## config.mk

```make
export PLATFORM = sky130hd
export DESIGN_NAME = radix_number_parser_core
export DESIGN_NICKNAME = d
export VERILOG_FILES = /design/src/rtl/rnp_pkg.sv /design/src/rtl/rnp_digit.sv /design/src/rtl/rnp_accum.sv /design/src/rtl/radix_number_parser_core.sv
export SDC_FILE = /design/constraint.sdc
export NUM_CORES = 1
export LEC_CHECK = 0
export BUFFER_PORTS_ARGS = -buffer_cell sky130_fd_sc_hd__buf_4
export CORE_ASPECT_RATIO = 1.25
export CORE_MARGIN = 2
export CORE_UTILIZATION = 47
export DETAILED_ROUTE_END_ITERATION = 10
export GPL_TIMING_DRIVEN = 1
export PLACE_DENSITY = 0.67
export SLEW_MARGIN = 10
export SYNTH_ARGS = -nofsm -noshare
export SYNTH_HDL_FRONTEND = slang
export SYNTH_HIERARCHICAL = 1
export SYNTH_SLANG_ARGS = --single-unit
```

## constraint.sdc

```tcl
create_clock -name clk -period 5.35 [get_ports clk]
set_input_delay 1.07 -clock clk [delete_from_list [all_inputs] [get_ports clk]]
set_output_delay 1.07 -clock clk [all_outputs]
set_load 0.005 [all_outputs]
```

## src/rtl/rnp_pkg.sv

```systemverilog
`default_nettype none
// ----------------------------------------------------------------------------
// rnp_pkg: shared types and constants for the radix number parser
// Value width, base codes, character codes and result record.
// ----------------------------------------------------------------------------
package rnp_pkg;

  localparam int VALUE_WIDTH = 32;
  localparam int OUT_WIDTH   = 32;
  localparam int CH_WIDTH    = 8;
  localparam int RADIX_WIDTH = 5;

  localparam logic [RADIX_WIDTH-1:0] RADIX_8     = 5'd8;
  localparam logic [RADIX_WIDTH-1:0] RADIX_10    = 5'd10;
  localparam logic [RADIX_WIDTH-1:0] RADIX_16    = 5'd16;

  // decoded base
  localparam logic [1:0] BASE_10 = 2'd0;
  localparam logic [1:0] BASE_8  = 2'd1;
  localparam logic [1:0] BASE_16 = 2'd2;

  localparam logic [CH_WIDTH-1:0] CH_0     = 8'h30;
  localparam logic [CH_WIDTH-1:0] CH_7     = 8'h37;
  localparam logic [CH_WIDTH-1:0] CH_8     = 8'h38;
  localparam logic [CH_WIDTH-1:0] CH_9     = 8'h39;
  localparam logic [CH_WIDTH-1:0] CH_LC_A  = 8'h61;
  localparam logic [CH_WIDTH-1:0] CH_LC_F  = 8'h66;
  localparam logic [CH_WIDTH-1:0] CH_UC_A  = 8'h41;
  localparam logic [CH_WIDTH-1:0] CH_UC_F  = 8'h46;
  localparam logic [CH_WIDTH-1:0] CH_PLUS  = 8'h2B;
  localparam logic [CH_WIDTH-1:0] CH_MINUS = 8'h2D;

  typedef struct packed {
    logic       valid;
    logic [3:0] val;
  } digit_t;

  typedef struct packed {
    logic signed [OUT_WIDTH-1:0] value;
    logic                        consumed;
    logic                        done_res;
    logic                        error;
  } result_t;

  // sign-extend from the top value bit, then fit to the output width
  function automatic logic signed [OUT_WIDTH-1:0] to_out(input logic [VALUE_WIDTH-1:0] v);
    logic signed [VALUE_WIDTH-1:0] s;
    s = signed'(v);
    return OUT_WIDTH'(s);
  endfunction

endpackage
`default_nettype wire

```

## src/rtl/rnp_digit.sv

```systemverilog
`default_nettype none
// ----------------------------------------------------------------------------
// rnp_digit: character to digit decode
// Maps an ASCII character to its digit value in the current base.
// ----------------------------------------------------------------------------
module rnp_digit import rnp_pkg::*; (
  input  wire logic [CH_WIDTH-1:0] ch,
  input  wire logic                end_of_text,
  input  wire logic [1:0]          base,
  output digit_t                   digit
);

  logic is_low, is_89, is_lc, is_uc;

  always_comb begin
    is_low = (ch >= CH_0) && (ch <= CH_7);
    is_89  = (ch == CH_8) || (ch == CH_9);
    is_lc  = (ch >= CH_LC_A) && (ch <= CH_LC_F);
    is_uc  = (ch >= CH_UC_A) && (ch <= CH_UC_F);
    digit.valid = 1'b0;
    digit.val   = ch[3:0];
    if (!end_of_text) begin
      if (is_low) begin
        digit.valid = 1'b1;
      end else if (is_89) begin
        digit.valid = (base != BASE_8);
      end else if ((is_lc || is_uc) && (base == BASE_16)) begin
        // 'a'/'A' have low nibble 1
        digit.valid = 1'b1;
        digit.val   = ch[3:0] + 4'd9;
      end
    end
  end

endmodule
`default_nettype wire

```

## src/rtl/rnp_accum.sv

```systemverilog
`default_nettype none
// ----------------------------------------------------------------------------
// rnp_accum: number state and accumulate datapath
// Holds accumulator, sign and in-progress flag; forms one result per step.
// ----------------------------------------------------------------------------
module rnp_accum import rnp_pkg::*; (
  input  wire logic                clk,
  input  wire logic                rst,
  input  wire logic                step,
  input  wire logic [CH_WIDTH-1:0] ch,
  input  wire logic                first,
  input  wire logic                scan_mode,
  input  wire logic                end_of_text,
  input  wire logic [1:0]          base,
  input  wire digit_t              digit,
  output result_t                  result
);

  logic [VALUE_WIDTH-1:0] acc, acc_next;
  logic                   negative, negative_next;
  logic                   active, active_next;
  logic [VALUE_WIDTH-1:0] scaled, digit_ext, value_raw;
  logic                   is_sign;

  always_comb begin
    case (base)
      BASE_8:  scaled = acc << 3;
      BASE_16: scaled = acc << 4;
      default: scaled = (acc << 3) + (acc << 1);
    endcase
  end

  assign digit_ext = {{(VALUE_WIDTH-4){1'b0}}, digit.val};
  assign is_sign   = scan_mode && !end_of_text && ((ch == CH_PLUS) || (ch == CH_MINUS));

  always_comb begin
    acc_next        = acc;
    negative_next   = negative;
    active_next     = active;
    value_raw       = '0;
    result.consumed = 1'b0;
    result.done_res = 1'b0;
    result.error    = 1'b0;
    if (first) begin
      acc_next      = '0;
      negative_next = 1'b0;
      active_next   = 1'b1;
      if (digit.valid) begin
        acc_next        = digit_ext;
        value_raw       = digit_ext;
        result.consumed = 1'b1;
      end else if (is_sign) begin
        negative_next   = (ch == CH_MINUS);
        result.consumed = 1'b1;
      end else begin
        active_next     = 1'b0;
        result.done_res = 1'b1;
        result.error    = !scan_mode;
      end
    end else if (active) begin
      if (digit.valid) begin
        acc_next        = scaled + digit_ext;
        value_raw       = scaled + digit_ext;
        result.consumed = 1'b1;
      end else begin
        value_raw       = negative ? (VALUE_WIDTH'(0) - acc) : acc;
        result.done_res = 1'b1;
        active_next     = 1'b0;
      end
    end
    result.value = to_out(value_raw);
  end

  always_ff @(posedge clk) begin
    if (rst) begin
      acc      <= '0;
      negative <= 1'b0;
      active   <= 1'b0;
    end else if (step) begin
      acc      <= acc_next;
      negative <= negative_next;
      active   <= active_next;
    end
  end

endmodule
`default_nettype wire

```

## src/rtl/radix_number_parser_core.sv

```systemverilog
`default_nettype none
// Pipeline: an accepted request goes to the input register, then the result register;
//   one request per cycle sustained while out_stall is low, set by the single
//   shift-add accumulate step between the two registers.
// Reset (rst, synchronous): radix = 10, accumulator/sign/in-progress cleared,
//   both pipeline registers empty.
// ----------------------------------------------------------------------------
// radix_number_parser_core: ASCII radix integer parser, top level
// Input register, digit decode, accumulate, result register.
// ----------------------------------------------------------------------------
module radix_number_parser_core import rnp_pkg::*; (
  input  wire logic                        clk,
  input  wire logic                        rst,
  input  wire logic                        cfg_we,
  input  wire logic [RADIX_WIDTH-1:0]      cfg_wdata,
  input  wire logic                        in_valid,
  output logic                             in_stall,
  input  wire logic [CH_WIDTH-1:0]         ch,
  input  wire logic                        first,
  input  wire logic                        scan_mode,
  input  wire logic                        end_of_text,
  output logic                             out_valid,
  input  wire logic                        out_stall,
  output logic signed [OUT_WIDTH-1:0]      value,
  output logic                             consumed,
  output logic                             done_res,
  output logic                             error
);

  logic [RADIX_WIDTH-1:0] radix;
  logic [1:0]             base;

  logic                   s1_valid;
  logic [CH_WIDTH-1:0]    s1_ch;
  logic                   s1_first, s1_scan, s1_eot;
  logic                   s2_load, step;
  digit_t                 digit;
  result_t                res;

  always_ff @(posedge clk) begin
    if (rst) begin
      radix <= RADIX_10;
    end else if (cfg_we) begin
      radix <= cfg_wdata;
    end
  end

  always_comb begin
    case (radix)
      RADIX_8:  base = BASE_8;
      RADIX_16: base = BASE_16;
      default:  base = BASE_10;
    endcase
  end

  assign s2_load  = !out_valid || !out_stall;
  assign step     = s1_valid && s2_load;
  assign in_stall = s1_valid && !s2_load;

  always_ff @(posedge clk) begin
    if (rst) begin
      s1_valid <= 1'b0;
    end else if (!in_stall) begin
      s1_valid <= in_valid;
    end
  end

  always_ff @(posedge clk) begin
    if (in_valid && !in_stall) begin
      s1_ch    <= ch;
      s1_first <= first;
      s1_scan  <= scan_mode;
      s1_eot   <= end_of_text;
    end
  end

  rnp_digit u_digit (
    .ch          (s1_ch),
    .end_of_text (s1_eot),
    .base        (base),
    .digit       (digit)
  );

  rnp_accum u_accum (
    .clk         (clk),
    .rst         (rst),
    .step        (step),
    .ch          (s1_ch),
    .first       (s1_first),
    .scan_mode   (s1_scan),
    .end_of_text (s1_eot),
    .base        (base),
    .digit       (digit),
    .result      (res)
  );

  always_ff @(posedge clk) begin
    if (rst) begin
      out_valid <= 1'b0;
    end else if (s2_load) begin
      out_valid <= s1_valid;
    end
  end

  always_ff @(posedge clk) begin
    if (step) begin
      value    <= res.value;
      consumed <= res.consumed;
      done_res <= res.done_res;
      error    <= res.error;
    end
  end

`ifndef NO_ASSERTIONS
  a_err_ends: assert property (@(posedge clk) disable iff (rst)
    out_valid && error |-> done_res)
    else $error("error without end of number");

  a_take_or_end: assert property (@(posedge clk) disable iff (rst)
    out_valid |-> !(consumed && done_res))
    else $error("character both taken and ending the number");

  a_err_value: assert property (@(posedge clk) disable iff (rst)
    out_valid && error |-> (value == '0) && !consumed)
    else $error("error result carries data");

  a_reset_empty: assert property (@(posedge clk)
    rst |=> !out_valid && !s1_valid)
    else $error("pipeline not empty after reset");

  a_step_moves: assert property (@(posedge clk) disable iff (rst)
    step |=> out_valid)
    else $error("accepted step lost in pipeline");
`endif

endmodule
`default_nettype wire
```

### After elaboration in Yosys (flattened, before gate mapping)

Index checks and enable logic that the tools add are counted.

| word-level totals | value |
|---|---|
| bits in registers | 87 |
| input bits | 21 |
| output and inout port bits | 37 |
| word-level logic and storage cells | 86 |

| operators by class | value |
|---|---|
| add/sub/neg operators | 4 |
| magnitude comparators | 6 |
| equal/unequal tests | 9 |
| multiplexer cells | 28 |
| bitwise gates (word level) | 1 |
| reductions and logical operators | 24 |

Operators by type and width:

| operator | number |
|---|---|
| $mux 32 | 7 |
| $pmux 32 s2 | 1 |
| $add 32x32->32 | 1 |
| $add 32x4->32 | 1 |
| $eq 8x6->1 const B | 4 |
| $sub 1x32->32 const A | 1 |
| $ge 8x7->1 const B | 2 |
| $le 8x7->1 const B | 2 |
| $mux 4 | 3 |
| $mux 1 | 10 |
| $mux 5 | 2 |
| $logic_and 1x1->1 | 9 |
| $ge 8x6->1 const B | 1 |
| $le 8x6->1 const B | 1 |
| $mux 2 | 4 |
| $logic_not 1->1 | 6 |
| $eq 5x4->1 const B | 1 |
| $eq 5x5->1 const B | 1 |
| $add 4x4->4 const B | 1 |
| $logic_or 1x1->1 | 4 |
| $pmux 2 s2 | 1 |
| $reduce_bool 2->1 | 2 |
| $reduce_and 3->1 | 1 |
| $reduce_or 3->1 | 1 |
| other kinds (5) | 5 |

### Logic depth before layout (Yosys ltp)

| logic depth | value |
|---|---|
| depth in word-level cells | 12 |
| mapped depth | 23 |
| mapped depth without buffers | 18 |

### Modules after synthesis

Netlist, hierarchy kept.

By module, submodules not included:

| module | instances | cells an instance | area each (sq um) | sequential area each (sq um) |
|---|---|---|---|---|
| rnp_accum | 1 | 829 | 5794.3 | 680.7 |
| radix_number_parser_core | 1 | 75 | 1671.6 | 1521.5 |
| rnp_digit | 1 | 28 | 225.2 | 0.0 |

### Worst setup path before layout

OpenSTA, ideal clock, no wires.

| timing path | value |
|---|---|
| path kind | reg-to-reg |
| from | register radix[0] |
| to | register value[23], data pin |
| setup time | 0.270 ns |
| arrival | 5.039 ns |
| required time | 5.080 ns |
| setup slack | 0.040 ns |
| stages on the path, launching flop included | 23 |
| clock period less this slack | 5.310 ns |
| cell sequence | dfxtp_1 -> or3_4 -> nor3b_2 -> inv_1 -> ha_1 -> buf_2 -> buf_1 -> buf_1 -> clkbuf_1 -> buf_2 -> clkbuf_1 -> o21ai_0 -> ha_1 -> a21o_1 -> o211a_1 -> nand2_1 -> nor2_1 -> nand4_1 -> nor4b_2 -> nand4_2 -> o31a_1 -> o21ai_1 -> a21oi_1 |

RTL lines:

| what | line | text |
|---|---|---|
| from (decl) | radix_number_parser_core.sv:30 | `logic [RADIX_WIDTH-1:0] radix;` |
| from (signal assigned) | radix_number_parser_core.sv:44 | `radix <= cfg_wdata;` |
| to (signal assigned) | radix_number_parser_core.sv:107 | `value <= res.value;` |
| to (decl) | radix_number_parser_core.sv:24 | `output logic signed [OUT_WIDTH-1:0] value,` |

==> metrics.txt <==
Internal 1110 µW; vias in the first global route 6880; #FFs+latches synth 87; Slew @ Worst Pin 1050 ps; Post-synth EDFFs 46; largest net degree at the start of global routing 65; max-cap viol count 0; Detail Placement HPWL 15900 µm; Max-slew headroom 0.300; Synth area leaders edfxtp_1 18%, dfxtp_1 11%, ha_1 6.2%; Post-synth ARST share 0; post-cts resize count 0; syn_nets 993; Max IR drop VDD 0.136 mV; Synth Warn # 6; Pwr per Cell Area 174 mW/mm²; clk_lat worst skew 340 ps; post-synthesis sequential area ratio 0.286; CTS tree yes; fin area 0.00846 mm²; arrival time worst endpoint 4690 ps; Sw Share 0.250; clock sink count 87; Worst EP required 5400 ps; Die H 147 µm; row count 52; final setup violating endpoints 0; Final Wtd Congestion 0.914; per-cell routed wire length 18.4 µm; clock buffer depth 2; Comb power frac 0.114; Psw 368 µW; dpl cell area 0.00819 mm²; Port Buf Inserts 57; nets 1000; Worst Hold Class flop to flop; Initial DRC Count 622; CTS clk-pin slew, worst paths 60 ps; Residual DRC 0; post-route antenna net violation count 0; Yosys top cell by area edfxtp_1; Mapped Area 0.00769 mm²; Remaining Overflow, GRT 0; initial antenna violation count 0; setup ws final 711 ps; Pleak 0.00321 µW; clock power share 0.384; final setup TNS 0 ps; Worst Skew 7.80 ps; Mapped Avg Cell Area 8.25 µm²; final wirelength 21400 µm; CP Class flop to flop; Commonest cells post-synth 103 x nor2_1, 75 x nand2_1, 66 x a21oi_1, 53 x clkbuf_1, 53 x o21ai_0; Inserted Clock Buffers 9; global-route wire length before repair 34300 µm; All-Layer GR Usage 0.240; detailed-route via count 7270; Slew Viols, Final 0; crit end category flop; RSZ-0062 raised after global routing false; Synth top area share 0.180; sequential fraction of design power 0.501; status finished, final reports clean; fraction of layout cells with a size suffix above 1 0.125; Top-Level Pins 58; pre-CTS WS 695 ps; final critical-path share of the clock period 0.867; hold buffers post-CTS 0; 1st-pass router iterations 6; ant diodes 0; Slowest-stage cell, CP or4_4; Critical Path, Cell by Cell or3_4 -> nor3b_2 -> nand3b_1 -> or4_4 -> mux2_4 -> ha_1 -> fa_1 -> a21o_1 -> o211a_1 -> nand2_1 -> nor2_1 -> nand4_1 -> nor4b_2 -> nand4_2 -> o31a_1 -> o21ai_1 -> a21oi_1; Peak Freq 216 MHz; CP Launch Type flop; htree depth 3; Via-to-Cell Ratio 6.27; Root Driver clkbuf_16; Die W 118 µm; Syn-to-layout area delta 9.97%; Post-CTS Setup Repair Bufs 0; post-layout min period 4640 ps; Slowest Stage Delay on Critical Path 570 ps; Worst Path Max Fanout 6; count leader, synth nor2_1; Die Area 0.0174 mm²; Final Hold Vio Count 0; Fillers 1613; ys flop type edfxtp_1; Initial Utilization 0.477; core area 0.0161 mm²; cells after synthesis 932; Unique masters post-synth 91
[power groups by stage]
stage,sequential (µW),combinational [µW],clock (µW)
after global routing,742,183,602
after detailed placement,754,167,0
after floorplan,751,106,0
final,739,168,567
after CTS,740,168,573
after global placement,754,165,0
[worst paths after layout]
check | from | end | slack, ps | depth (start not counted)
max reg2reg | radix[0] | value[23] | 710 | 17
min | u_accum/acc[31] | u_accum/acc[31] | 480 | 2
min reg2reg | u_accum/acc[31] | u_accum/acc[31] | 480 | 2
max | radix[0] | value[23] | 710 | 17
[layout make-up]
class                      instances  area [µm²]  area share
clock inverter                     6        36.3     0.00429
timing repair buffer              66         495      0.0586
sequential                        87        2200       0.260
tap                              216         270      0.0320
inverter                          24        90.1      0.0107
multi-input combinational        751        5130       0.607
clock buffer                      10         229      0.0271
[stage by stage]
stage / total power, µW / util / instances / hold slack (ps)
2_1_floorplan: 857 / - / 932 / 446
3_3_place_gp: 919 / 0.508 / 1144 / 466
3_5_place_dp: 922 / 0.508 / 1144 / 473
4_1_cts: 1480 / 0.524 / 1160 / 480
5_1_grt: 1530 / 0.524 / 1160 / 502
6_report: 1470 / 0.524 / 1160 / 481
[cell families after synthesis]
group | count (synthesis) | share of synthesized area
compound gates | 299 | 0.274
buf+inv | 94 | 0.0493
mux | 12 | 0.0164
xor+xnor | 65 | 0.0740
flops | 87 | 0.286
fa+ha+maj | 40 | 0.0670
simple gates | 335 | 0.232
[cells in the final DEF (no fill, tap or decap), drive strengths merged, types with 7 or more instances in the layout]
master	count
o211ai	12
ha	38
nor2	103
or3	12
or4	7
o21ai	56
nor3	13
a31oi	13
a211oi	23
nand3b	9
nand2b	10
nand4	22
nor3b	7
a21oi	66
mux2i	10
edfxtp	46
a221oi	15
and3	11
a22oi	21
o31ai	15
a221o	8
nor2b	7
dfxtp	41
inv	25
nand2	75
a21o	15
buf	66
nand3	22
xnor2	36
clkbuf	10
xor2	29
[sequential cells by signal (all words and copies together) (netlist names)]
name,cells
s1_first,1
s1_ch,8
s1_eot,1
u_accum/negative,1
done_res,1
s1_scan,1
out_valid,1
consumed,1
value,32
s1_valid,1
radix,5
u_accum/active,1
u_accum/acc,32
error,1
[critical path, delay by kind of cell (launching register included)]
kind            cells  cell delay, ps
flops               1             310
mux                 1             220
fa+ha+maj           2             400
compound gates      5             910
simple gates        9            2500
[per-layer routing]
metal | wire (µm) | global-route usage | vias up
met5 | 0 | 0 | -
met4 | 894 | 0.104 | 0
met3 | 841 | 0.0287 | 61
met2 | 11300 | 0.445 | 236
met1 | 8360 | 0.277 | 3452
li1 | - | - | 3521
Power figures use the tool's default switching activity.
